**config.mk**
```make
export PLATFORM = sky130hd
export DESIGN_NAME = rlp_header_decoder_core
export DESIGN_NICKNAME = d
export VERILOG_FILES = /design/src/rtl/rhd_pkg.sv /design/src/rtl/rlp_header_decoder_core.sv /design/src/rtl/rhd_queue.sv /design/src/rtl/rhd_front.sv /design/src/rtl/rhd_back.sv
export SDC_FILE = /design/constraint.sdc
export NUM_CORES = 1
export LEC_CHECK = 0
export ABC_CLOCK_PERIOD_IN_PS = 7800
export BUFFER_PORTS_ARGS = -buffer_cell sky130_fd_sc_hd__buf_4
export CAP_MARGIN = 25
export CORE_UTILIZATION = 45
export DETAILED_ROUTE_END_ITERATION = 12
export PLACE_DENSITY = 0.73
export SYNTH_ARGS = -nofsm -noshare
export SYNTH_HDL_FRONTEND = slang
export SYNTH_HIERARCHICAL = 1
export SYNTH_SLANG_ARGS = --single-unit
```
**constraint.sdc**
```tcl
create_clock -name clk -period 7.8 [get_ports clk]
set_input_delay 2.34 -clock clk [delete_from_list [all_inputs] [get_ports clk]]
set_output_delay 2.34 -clock clk [all_outputs]
set_load 0.03 [all_outputs]
```
**src/rtl/rhd_pkg.sv**
```systemverilog
// Package for the RLP header decoder: status codes, front phase encoding,
// prefix byte boundaries and the records passed between front, back and queues.
// No dependencies.
package rhd_pkg;

	localparam int QUEUE_DEPTH = 2;

	localparam logic [7:0] PFX_SHORT_STR = 8'h80;
	localparam logic [7:0] PFX_LONG_STR  = 8'hB8;
	localparam logic [7:0] PFX_SHORT_LST = 8'hC0;
	localparam logic [7:0] PFX_LONG_LST  = 8'hF8;
	localparam logic [7:0] PFX_SINGLE    = 8'h81;
	localparam logic [7:0] LEN_BASE_STR  = 8'hB7;
	localparam logic [7:0] LEN_BASE_LST  = 8'hF7;
	localparam logic [63:0] LEN_LONG_MIN = 64'd56;

	typedef enum logic [2:0] {
		ST_OK       = 3'd0,
		ST_SHORT    = 3'd1,
		ST_NONCANON = 3'd2,
		ST_LEADZERO = 3'd3,
		ST_LIST     = 3'd4,
		ST_LONG     = 3'd5
	} status_t;

	typedef enum logic [2:0] {
		PH_IDLE   = 3'b001,
		PH_SINGLE = 3'b010,
		PH_LENGTH = 3'b100
	} phase_t;

	typedef enum logic [0:0] {
		REG_STRING_MODE    = 1'b0,
		REG_ALLOW_LEFTOVER = 1'b1
	} reg_index_t;

	typedef struct packed {
		logic        err;
		status_t     status;
		logic        is_list;
		logic [3:0]  hlen;
		logic [63:0] plen;
		logic [31:0] rest;
	} req_t;

	typedef struct packed {
		status_t     status;
		logic        is_list;
		logic [3:0]  hlen;
		logic [63:0] plen;
	} res_t;

endpackage

```
**src/rtl/rlp_header_decoder_core.sv**
```systemverilog
// RLP header decoder top level: front stage, request queue, back stage and
// result queue. Depends on rhd_pkg, rhd_queue, rhd_front and rhd_back.
//
// Input channel: one encoded byte per beat with item_start on the prefix byte
// and bytes_left counting buffer bytes from this byte on. A beat is taken when
// push is high and full is low; one byte per cycle while full stays low.
// Result channel: at most one result per item, given once the header ends or
// an error is found. The oldest result sits on status, is_list, header_length
// and body_length while empty is low and leaves when pop is high.
// Path: the request is registered in the request queue, then the back stage
// result is registered in the result queue, which waits while that queue is full.
// Throughput: one byte per cycle while full is low, set by the front update.
// Receiver stall: the result queue fills, then the request queue, then full
// rises; each queue holds QUEUE_DEPTH beats.
// Configuration: cfg_we writes cfg_data to register cfg_index (0 string_mode,
// 1 allow_leftover); write only while no item is in flight.
// Reset: clears both queues and the header state; string_mode 0,
// allow_leftover 1.
module rlp_header_decoder_core #(
	parameter int QUEUE_DEPTH = rhd_pkg::QUEUE_DEPTH
) (
	input  logic        clk,
	input  logic        arst_n,
	input  logic        cfg_we,
	input  logic [0:0]  cfg_index,
	input  logic [0:0]  cfg_data,
	input  logic        push,
	output logic        full,
	input  logic [7:0]  data_byte,
	input  logic        item_start,
	input  logic [31:0] bytes_left,
	output logic        empty,
	input  logic        pop,
	output logic [2:0]  status,
	output logic        is_list,
	output logic [3:0]  header_length,
	output logic [63:0] body_length
);

	localparam int REQ_W = $bits(rhd_pkg::req_t);
	localparam int RES_W = $bits(rhd_pkg::res_t);

	logic               take;
	logic               req_push;
	rhd_pkg::req_t      req_in;
	logic [REQ_W-1:0]   req_rdata;
	rhd_pkg::req_t      req_out;
	logic               req_empty;
	logic               res_full;
	logic               move;
	rhd_pkg::res_t      res_in;
	logic [RES_W-1:0]   res_rdata;
	rhd_pkg::res_t      res_out;

	assign take    = push && !full;
	assign move    = !req_empty && !res_full;
	assign req_out = rhd_pkg::req_t'(req_rdata);
	assign res_out = rhd_pkg::res_t'(res_rdata);

	assign status        = res_out.status;
	assign is_list       = res_out.is_list;
	assign header_length = res_out.hlen;
	assign body_length   = res_out.plen;

	rhd_front u_front (
		.clk        (clk),
		.arst_n     (arst_n),
		.take       (take),
		.data_byte  (data_byte),
		.item_start (item_start),
		.bytes_left (bytes_left),
		.req_push   (req_push),
		.req        (req_in)
	);

	rhd_queue #(
		.WIDTH (REQ_W),
		.DEPTH (QUEUE_DEPTH)
	) u_req_queue (
		.clk    (clk),
		.arst_n (arst_n),
		.push   (req_push),
		.wdata  (req_in),
		.full   (full),
		.pop    (move),
		.rdata  (req_rdata),
		.empty  (req_empty)
	);

	rhd_back u_back (
		.clk       (clk),
		.arst_n    (arst_n),
		.cfg_we    (cfg_we),
		.cfg_index (cfg_index),
		.cfg_data  (cfg_data),
		.req       (req_out),
		.res       (res_in)
	);

	rhd_queue #(
		.WIDTH (RES_W),
		.DEPTH (QUEUE_DEPTH)
	) u_res_queue (
		.clk    (clk),
		.arst_n (arst_n),
		.push   (move),
		.wdata  (res_in),
		.full   (res_full),
		.pop    (pop),
		.rdata  (res_rdata),
		.empty  (empty)
	);

endmodule

```
**src/rtl/rhd_queue.sv**
```systemverilog
// Small register FIFO used between the decoder stages and at the result side.
// Depends on nothing; width and depth come from parameters.
module rhd_queue #(
	parameter int WIDTH = 8,
	parameter int DEPTH = 2
) (
	input  logic             clk,
	input  logic             arst_n,
	input  logic             push,
	input  logic [WIDTH-1:0] wdata,
	output logic             full,
	input  logic             pop,
	output logic [WIDTH-1:0] rdata,
	output logic             empty
);

	localparam int PW = (DEPTH > 1) ? $clog2(DEPTH) : 1;
	localparam int CW = $clog2(DEPTH + 1);
	localparam logic [PW-1:0] LAST = PW'(DEPTH - 1);
	localparam logic [CW-1:0] CNT_FULL = CW'(DEPTH);

	logic [WIDTH-1:0] mem_q [DEPTH];
	logic [PW-1:0]    wr_ptr_q;
	logic [PW-1:0]    rd_ptr_q;
	logic [CW-1:0]    count_q;
	logic             do_push;
	logic             do_pop;

	assign full    = (count_q == CNT_FULL);
	assign empty   = (count_q == '0);
	assign do_push = push && !full;
	assign do_pop  = pop && !empty;
	assign rdata   = mem_q[rd_ptr_q];

	always_ff @(posedge clk) begin
		if (do_push) begin
			mem_q[wr_ptr_q] <= wdata;
		end
	end

	always_ff @(posedge clk or negedge arst_n) begin
		if (!arst_n) begin
			wr_ptr_q <= '0;
			rd_ptr_q <= '0;
			count_q  <= '0;
		end else begin
			if (do_push) begin
				wr_ptr_q <= (wr_ptr_q == LAST) ? '0 : wr_ptr_q + 1'b1;
			end
			if (do_pop) begin
				rd_ptr_q <= (rd_ptr_q == LAST) ? '0 : rd_ptr_q + 1'b1;
			end
			if (do_push && !do_pop) begin
				count_q <= count_q + 1'b1;
			end else if (do_pop && !do_push) begin
				count_q <= count_q - 1'b1;
			end
		end
	end

endmodule

```
**src/rtl/rhd_front.sv**
```systemverilog
// Front stage: tracks the header of the current item byte by byte, gathers
// length bytes and issues a finish or error request. Depends on rhd_pkg.
module rhd_front (
	input  logic               clk,
	input  logic               arst_n,
	input  logic               take,
	input  logic [7:0]         data_byte,
	input  logic               item_start,
	input  logic [31:0]        bytes_left,
	output logic               req_push,
	output rhd_pkg::req_t      req
);

	rhd_pkg::phase_t phase_q, phase_n;
	logic [3:0]  due_q, due_n;
	logic [63:0] accum_q, accum_n;
	logic        list_q, list_n;
	logic [3:0]  pc_q, pc_n;

	logic        req_vld;
	logic        left_zero;
	logic [31:0] left_m1;
	logic [63:0] shifted;
	logic [3:0]  pc_inc;
	logic [3:0]  due_dec;
	logic        long_list;
	logic [7:0]  due_diff;
	logic [7:0]  short_len;

	assign left_zero = (bytes_left == 32'd0);
	assign left_m1   = bytes_left - 32'd1;
	assign shifted   = {accum_q[55:0], data_byte};
	assign pc_inc    = pc_q + 4'd1;
	assign due_dec   = due_q - 4'd1;
	assign long_list = (data_byte >= rhd_pkg::PFX_SHORT_LST);
	assign due_diff  = long_list ? (data_byte - rhd_pkg::LEN_BASE_LST)
		: (data_byte - rhd_pkg::LEN_BASE_STR);
	assign short_len = (data_byte >= rhd_pkg::PFX_SHORT_LST)
		? (data_byte - rhd_pkg::PFX_SHORT_LST) : (data_byte - rhd_pkg::PFX_SHORT_STR);

	assign req_push = take && req_vld;

	always_comb begin
		phase_n = phase_q;
		due_n   = due_q;
		accum_n = accum_q;
		list_n  = list_q;
		pc_n    = pc_q;
		req_vld = 1'b0;
		req     = '0;
		if (item_start) begin
			phase_n = rhd_pkg::PH_IDLE;
			due_n   = '0;
			accum_n = '0;
			list_n  = 1'b0;
			pc_n    = '0;
			if (left_zero) begin
				req_vld    = 1'b1;
				req.err    = 1'b1;
				req.status = rhd_pkg::ST_SHORT;
			end else if (data_byte < rhd_pkg::PFX_SHORT_STR) begin
				req_vld   = 1'b1;
				req.plen  = 64'd1;
				req.rest  = bytes_left;
			end else begin
				pc_n = 4'd1;
				if (data_byte < rhd_pkg::PFX_LONG_STR) begin
					if (data_byte == rhd_pkg::PFX_SINGLE) begin
						if (left_m1 == 32'd0) begin
							req_vld    = 1'b1;
							req.err    = 1'b1;
							req.status = rhd_pkg::ST_SHORT;
						end else begin
							phase_n = rhd_pkg::PH_SINGLE;
						end
					end else begin
						req_vld  = 1'b1;
						req.hlen = 4'd1;
						req.plen = {56'd0, short_len};
						req.rest = left_m1;
					end
				end else if (data_byte >= rhd_pkg::PFX_SHORT_LST
						&& data_byte < rhd_pkg::PFX_LONG_LST) begin
					req_vld     = 1'b1;
					req.is_list = 1'b1;
					req.hlen    = 4'd1;
					req.plen    = {56'd0, short_len};
					req.rest    = left_m1;
				end else begin
					list_n = long_list;
					due_n  = due_diff[3:0];
					if (left_m1 < {28'd0, due_diff[3:0]}) begin
						req_vld    = 1'b1;
						req.err    = 1'b1;
						req.status = rhd_pkg::ST_SHORT;
					end else begin
						phase_n = rhd_pkg::PH_LENGTH;
					end
				end
			end
		end else begin
			case (phase_q)
				rhd_pkg::PH_SINGLE: begin
					phase_n = rhd_pkg::PH_IDLE;
					req_vld = 1'b1;
					if (left_zero) begin
						req.err    = 1'b1;
						req.status = rhd_pkg::ST_SHORT;
					end else if (data_byte < rhd_pkg::PFX_SHORT_STR) begin
						req.err    = 1'b1;
						req.status = rhd_pkg::ST_NONCANON;
					end else begin
						req.hlen = 4'd1;
						req.plen = 64'd1;
						req.rest = bytes_left;
					end
				end
				rhd_pkg::PH_LENGTH: begin
					if (pc_q == 4'd1 && data_byte == 8'd0) begin
						phase_n    = rhd_pkg::PH_IDLE;
						req_vld    = 1'b1;
						req.err    = 1'b1;
						req.status = rhd_pkg::ST_LEADZERO;
					end else begin
						accum_n = shifted;
						pc_n    = pc_inc;
						due_n   = due_dec;
						if (due_dec == 4'd0) begin
							phase_n = rhd_pkg::PH_IDLE;
							req_vld = 1'b1;
							if (shifted < rhd_pkg::LEN_LONG_MIN) begin
								req.err    = 1'b1;
								req.status = rhd_pkg::ST_NONCANON;
							end else if (left_zero) begin
								req.err    = 1'b1;
								req.status = rhd_pkg::ST_SHORT;
							end else begin
								req.is_list = list_q;
								req.hlen    = pc_inc;
								req.plen    = shifted;
								req.rest    = left_m1;
							end
						end
					end
				end
				default: begin
				end
			endcase
		end
	end

	always_ff @(posedge clk or negedge arst_n) begin
		if (!arst_n) begin
			phase_q <= rhd_pkg::PH_IDLE;
			due_q   <= '0;
			accum_q <= '0;
			list_q  <= 1'b0;
			pc_q    <= '0;
		end else if (take) begin
			phase_q <= phase_n;
			due_q   <= due_n;
			accum_q <= accum_n;
			list_q  <= list_n;
			pc_q    <= pc_n;
		end
	end

endmodule

```
**src/rtl/rhd_back.sv**
```systemverilog
// Back stage: holds the mode registers and turns a request into a result,
// checking payload size against the buffer. Depends on rhd_pkg.
module rhd_back (
	input  logic          clk,
	input  logic          arst_n,
	input  logic          cfg_we,
	input  logic [0:0]    cfg_index,
	input  logic [0:0]    cfg_data,
	input  rhd_pkg::req_t req,
	output rhd_pkg::res_t res
);

	logic        string_mode_q;
	logic        allow_leftover_q;
	logic [63:0] rest_w;

	assign rest_w = {32'd0, req.rest};

	always_ff @(posedge clk or negedge arst_n) begin
		if (!arst_n) begin
			string_mode_q    <= 1'b0;
			allow_leftover_q <= 1'b1;
		end else if (cfg_we) begin
			case (rhd_pkg::reg_index_t'(cfg_index))
				rhd_pkg::REG_STRING_MODE:    string_mode_q    <= cfg_data[0];
				rhd_pkg::REG_ALLOW_LEFTOVER: allow_leftover_q <= cfg_data[0];
				default: begin
				end
			endcase
		end
	end

	always_comb begin
		res.status  = rhd_pkg::ST_OK;
		res.is_list = req.is_list;
		res.hlen    = req.hlen;
		res.plen    = req.plen;
		if (req.err) begin
			res.status  = req.status;
			res.is_list = 1'b0;
			res.hlen    = '0;
			res.plen    = '0;
		end else if (rest_w < req.plen) begin
			res.status  = rhd_pkg::ST_SHORT;
			res.is_list = 1'b0;
			res.hlen    = '0;
			res.plen    = '0;
		end else if (string_mode_q && req.is_list) begin
			res.status = rhd_pkg::ST_LIST;
		end else if (string_mode_q && !allow_leftover_q && rest_w > req.plen) begin
			res.status = rhd_pkg::ST_LONG;
		end
	end

endmodule

```
==> results of run 1 <==
[sequential cells by signal (all words and copies together), names as in the netlist]
name	count
u_req_queue/mem_q	210
u_res_queue/mem_q	144
u_front/accum_q	56
u_front/due_q	4
u_front/pc_q	4
u_front/phase_q	3
u_req_queue/count_q	2
u_res_queue/count_q	2
u_back/allow_leftover_q	1
u_back/string_mode_q	1
u_front/list_q	1
u_req_queue/rd_ptr_q	1
u_req_queue/wr_ptr_q	1
u_res_queue/rd_ptr_q	1
u_res_queue/wr_ptr_q	1
[metal layers]
layer	vias to the layer above	GRT usage
met3	76	0.03075
met5	-	0
li1	5957	-
met1	6420	0.2854
met2	495	0.3201
met4	0	0.06643
[cells in the final DEF, fill, tap and decap left out, drive strengths merged, types with 41 or more instances in the layout]
cell type,Yosys,final
edfxtp,354,354
dfrtp,76,76
mux2,179,179
and3,62,62
inv,55,58
clkbuf,46,61
nor2,80,80
o21ai,73,73
nor4,41,41
ha,52,52
a21oi,64,64
nand2,53,53
a22o,54,54
buf,70,145
[kinds of logic (layout without fill, tap and decap cells)]
| logic type | count (synthesis) | in the layout | synth area share |
|---|---|---|---|
| xor gates and xnor gates | 27 | 27 | 0.01135 |
| other | 2 | 33 | 0.0003605 |
| muxes | 179 | 179 | 0.1164 |
| AOI/OAI and AO/OA | 264 | 264 | 0.08277 |
| buffers and inverters | 171 | 278 | 0.04817 |
| and+or+nand+nor | 396 | 396 | 0.1056 |
| DFF | 432 | 432 | 0.6041 |
| adders and majority gates | 52 | 52 | 0.03123 |
[final timing paths]
kind                                            from  depth (start not counted)                        to  slack, ps
worst max-delay path                   bytes_left[1]                         12  u_req_queue/mem_q[1][59]       1750
worst min-delay path                  u_front/list_q                          2            u_front/list_q        500
worst max register to register  u_req_queue/rd_ptr_q                         10  u_res_queue/mem_q[0][71]       3260
worst min register to register        u_front/list_q                          2            u_front/list_q        500
max in group asynchronous                     arst_n                          2   u_back/allow_leftover_q       5550
min in group asynchronous                     arst_n                          1       u_front/accum_q[34]       1600
[power by group]
group          switching [mW]  leakage [nW]  internal, mW
clock network           0.857         0.703          1.25
logic                    1.57          4.22          1.24
registers               0.263          4.38          3.09
[layout make-up]
class | count | area share
sequential | 432 | 0.5336
multi-input combinational | 951 | 0.3146
clock buffer | 61 | 0.05239
timing repair buffer | 145 | 0.04958
tap | 600 | 0.03181
clock inverter | 17 | 0.009279
inverter | 55 | 0.008749
[worst max-delay path: stages]
cell	delay, ps
buf_4	130
inv_1	120
ha_1	250
nor3b_2	490
nand4_2	270
o21ai_0	430
nand3_1	130
or4_4	570
or3_4	430
a21oi_1	280
and3_4	540
buf_4	320
[metrics by stage]
stage                     instances    util  instance area [um^2]  hold slack, ps  setup WS, ps
after floorplan                1554       -                 20960           450.6         773.2
after global placement         2180  0.4854                 22080           467.0          1311
after detailed placement       2181  0.4857                 22090           482.7          1166
after CTS                      2259  0.5177                 23540           497.0          1760
after global routing           2261  0.5189                 23600           520.1          1514
final                          2261  0.5189                 23600           495.3          1746
==> results.toml, run 1 <==
[outcome]
status = "finished, final reports clean"

[floorplanning]
die_w_um = 217.2
die_y_um = 217.2
rows = 78
die_area_mm2 = 0.04716
fp.coreArea_mm2 = 0.04548
pin_count = 122
start_util = 0.4580

[cts]
postCtsHoldBufs = 0
cts_sinks = 432
clockBufferDepth = 3
htreeDepth = 2
clockRootBuffer = "clkbuf_16"
post_cts_resized = 0
insertion_delay_ps = 560
cts_setup_buffers = 0
cts.clk_slew.worst_paths_ps = 60
cts_tree = "yes"
cts_made_buffers = 43

[timing]
fin_tns_setup_ps = 0
maxSlewHeadroom = 0.3338
fin_crit_sh = 0.7762
grt_setup_unrepaired = "false"
fmax_mhz = 165.2
finalSetupViolCount = 0
fin_crit_ps = 6054
slew_viol_final = 0
worst_slew_pin_slew_ps = 999.3
clock_skew_ps = 26.29
finalHoldViolCount = 0

[worst_setup_path]
crit_fanout = 25
critPathCaptureType = "flop"
start_kind = "input port"
crit_arrival_ps = 6300
timing.setup.critical_path_class = "in2reg"
required_ps = 8050

[synth]
ys_ff_latch = 432
yosysWarnings = 6
ys_top_cells_by_count = "edfxtp_1, mux2_4, nor2_1"
ys_seq_area_frac = 0.6041
synth_most_common_cell = "edfxtp_1"
yosys.area.top_type = "edfxtp_1"
synth_area_per_cell_um2 = 13.68
synth_top_cell_area_share = 0.5103
synth.top_cells.by_area = "edfxtp_1, dfrtp_1, mux2_4"
synth_cell_types = 75
netlist_area_mm2 = 0.02083
syn_inst = 1523
synth_edf_count = 354
postSynth.asyncResetShare = 0.1806
synthFlopType = "edfxtp_1"

[pwr]
power_mw = 8.255
p_per_area_mw_per_mm2 = 349.8
max-vdd-ir-drop_uv = 278.2
p_leak_nw = 9.303

[grt]
grt_pass1_vias = 12460
grt_usage = 0.2022
grt_max_degree = 79
grt_pass1_wl_um = 73080
overflow = 0
grt_antenna_before_repair = 0

[drt]
drt-wirelength-per-cell_um = 21.30
vias_per_cell = 5.727
wl_met2_um = 22410
drtIter0Drc = 1168
routed_wl_um = 48150
top_layer = "met4"
wl_met1_um = 21450
dr_total_vias = 12950
met3WireLength_um = 2979
ant_nets = 0
route.detailed.drc = 0
first_pass_iters = 6

[layout]
fill_cells = 3759
syn2layout_area_growth_pct = 13.28
drive_gt1_frac = 0.2523
antennaDiodeCount = 0
seq_area_mm2 = 0.01259
multi_input_area_mm2 = 0.007423
nNetsFinal = 1728

[place]
place_congestion = 0.9012
hpwl_um = 33420
port_buffers = 121

[hold_path]
hp-class = "reg2reg"

[flow_run]
cap_violations = 0
Note: power is estimated with default switching activity, not from simulation.
==> run 2: changes to the inputs <==
--- a/config.mk
+++ b/config.mk
@@ -5,7 +5,7 @@
 export SDC_FILE = /design/constraint.sdc
 export NUM_CORES = 1
 export LEC_CHECK = 0
-export ABC_CLOCK_PERIOD_IN_PS = 7800
+export ABC_CLOCK_PERIOD_IN_PS = 6250
 export BUFFER_PORTS_ARGS = -buffer_cell sky130_fd_sc_hd__buf_4
 export CAP_MARGIN = 25
 export CORE_UTILIZATION = 45
==> constraint.sdc (replaced) <==
create_clock -name clk -period 6.25 [get_ports clk]
set_input_delay 1.875 -clock clk [delete_from_list [all_inputs] [get_ports clk]]
set_output_delay 1.875 -clock clk [all_outputs]
set_load 0.03 [all_outputs]
==> run 2 against run 1 <==
Total power rose by 23%; non-clock buffer count increased by 4; global-route usage is 0.10 points higher; first-iteration DRC count did not move; routed wire length shrank 0.62%; clock power up 18%; worst hold slack better by 2.4 ps.
==> results.toml, run 2 (synthesized netlist as in run 1, its figures left out) <==
[timing]
fin_crit_sh = 0.8258
clock_skew_ps = 15.30
fin_ws_ps = 1089
grt_setup_unrepaired = "false"
slew_viol_final = 0
fmax_mhz = 193.8
hold_ws_ps = 497.8
fin_crit_ps = 5161
finalSetupViolCount = 0
worst_slew_pin_slew_ps = 966.1
maxSlewHeadroom = 0.3559
finalHoldViolCount = 0

[cts]
clockRootBuffer = "clkbuf_16"
cts.clk_slew.worst_paths_ps = 60
post_cts_resized = 0
cts_made_buffers = 43
cts_tree = "yes"
insertion_delay_ps = 550
cts_sinks = 432
clockBufferDepth = 3
postCtsHoldBufs = 0
htreeDepth = 2
cts_setup_buffers = 0

[worst_setup_path]
crit_fanout = 49
cpMostUsedCell = "or3_4"
path_buf_inv = 2
start_kind = "input port"
crit_arrival_ps = 5370
crit_family = "simple AND/OR/NAND/NOR gates"
cpMaxStageDelayCell = "or4_4"
crit_path_max_incr_delay_ps = 500
required_ps = 6460
critPathCaptureType = "flop"
crit_chain = "buf_4 -> nor4_4 -> nand4_1 -> or3_4 -> xnor2_2 -> or4_4 -> or3_4 -> a21oi_2 -> and3_4 -> buf_12"
timing.setup.critical_path_class = "in2reg"

[drt]
dr_total_vias = 12880
drtIter0Drc = 1168
first_pass_iters = 5
routed_wl_um = 47850
drt-wirelength-per-cell_um = 21.14
vias_per_cell = 5.687
ant_nets = 0
route.detailed.drc = 0

[grt]
grt_usage = 0.2033
grt.busiest_layer = "met2"
grt_antenna_before_repair = 0
grt_max_degree = 79
grt_pass1_wl_um = 73590
overflow = 0
use_met1 = 0.2810
met3_usage = 0.02558
grt_pass1_vias = 12650
grtUsageMet2 = 0.3292

[floorplanning]
start_util = 0.4580
fp.coreArea_mm2 = 0.04548
die_area_mm2 = 0.04716
rows = 78
die_y_um = 217.2
die_w_um = 217.2
pin_count = 122

[layout]
drive_gt1_frac = 0.2592
final_cell_mix = "edfxtp_1, buf_4, mux2_4, nor2_1, dfrtp_1"
finalInstanceArea_mm2 = 0.02362
syn2layout_area_growth_pct = 13.39
largest_reg_flops = 210
regMostFlops = "u_req_queue/mem_q"
final_common_cell = "edfxtp_1"
nNetsFinal = 1732
reg_top3 = "u_req_queue/mem_q: 210 flops, u_res_queue/mem_q: 144 flops, u_front/accum_q: 56 flops"

[place]
place_area_mm2 = 0.02221
port_buffers = 121
place_congestion = 0.8766
pre_cts_slack_ps = 552.7
hpwl_um = 33860

[pwr]
p_leak_nw = 9.312
p_per_area_mw_per_mm2 = 430.0
max-vdd-ir-drop_uv = 326.7

[flow_run]
cap_violations = 0

[hold_path]
hp-class = "reg2reg"

[outcome]
status = "finished, final reports clean"
[run 2: where the power goes]
group / total, mW / internal, mW / switching, mW
registers: 4.15 / 3.85 / 0.294
clock network: 2.48 / 1.44 / 1.04
logic: 3.53 / 1.55 / 1.99
total: 10.2 / 6.84 / 3.32
[run 2: tightest hold or removal path, delay by kind of cell, from the launching register on]
family,cells,cell delay (ps)
simple gates,1,50
flops,1,350
compound gates,1,70
[run 2: worst paths after layout]
| path | start | end | slack (ps) | depth (start not counted) |
|---|---|---|---|---|
| max | bytes_left[2] | u_req_queue/mem_q[1][82] | 1090 | 10 |
| min | u_front/list_q | u_front/list_q | 500 | 2 |
| max reg2reg | u_req_queue/rd_ptr_q | u_res_queue/mem_q[0][71] | 1960 | 11 |
| min reg2reg | u_front/list_q | u_front/list_q | 500 | 2 |
| max in group asynchronous | arst_n | u_res_queue/rd_ptr_q | 4460 | 2 |
| min in group asynchronous | arst_n | u_front/due_q[3] | 1160 | 1 |
[run 2: area by class of cell]
| cell class | instances | area (um^2) |
|---|---|---|
| inverter | 55 | 206.4 |
| clock buffer | 52 | 1120 |
| timing repair buffer | 149 | 1229 |
| fill | 3802 | 21860 |
| clock inverter | 24 | 231.5 |
| multi-input combinational | 951 | 7490 |
| sequential | 432 | 12590 |
| tap | 600 | 750.7 |
| antenna | 1 | 2.502 |
[run 2: layer usage]
| layer | routed length (um) | vias up |
|---|---|---|
| met5 | 0 | - |
| met4 | 1430 | 0 |
| met3 | 2973 | 84 |
| met2 | 22370 | 483 |
| met1 | 21080 | 6340 |
| li1 | - | 5969 |
[run 2: through the flow]
step | power (mW) | setup TNS, ps | instances | utilization
5_1_grt | 10.62 | 0 | 2263 | 0.5193
3_3_place_gp | 7.646 | 0 | 2184 | 0.4878
3_5_place_dp | 7.738 | 0 | 2185 | 0.4884
2_1_floorplan | 6.807 | -3062 | 1554 | -
4_1_cts | 10.23 | 0 | 2261 | 0.5181
6_report | 10.16 | 0 | 2264 | 0.5194
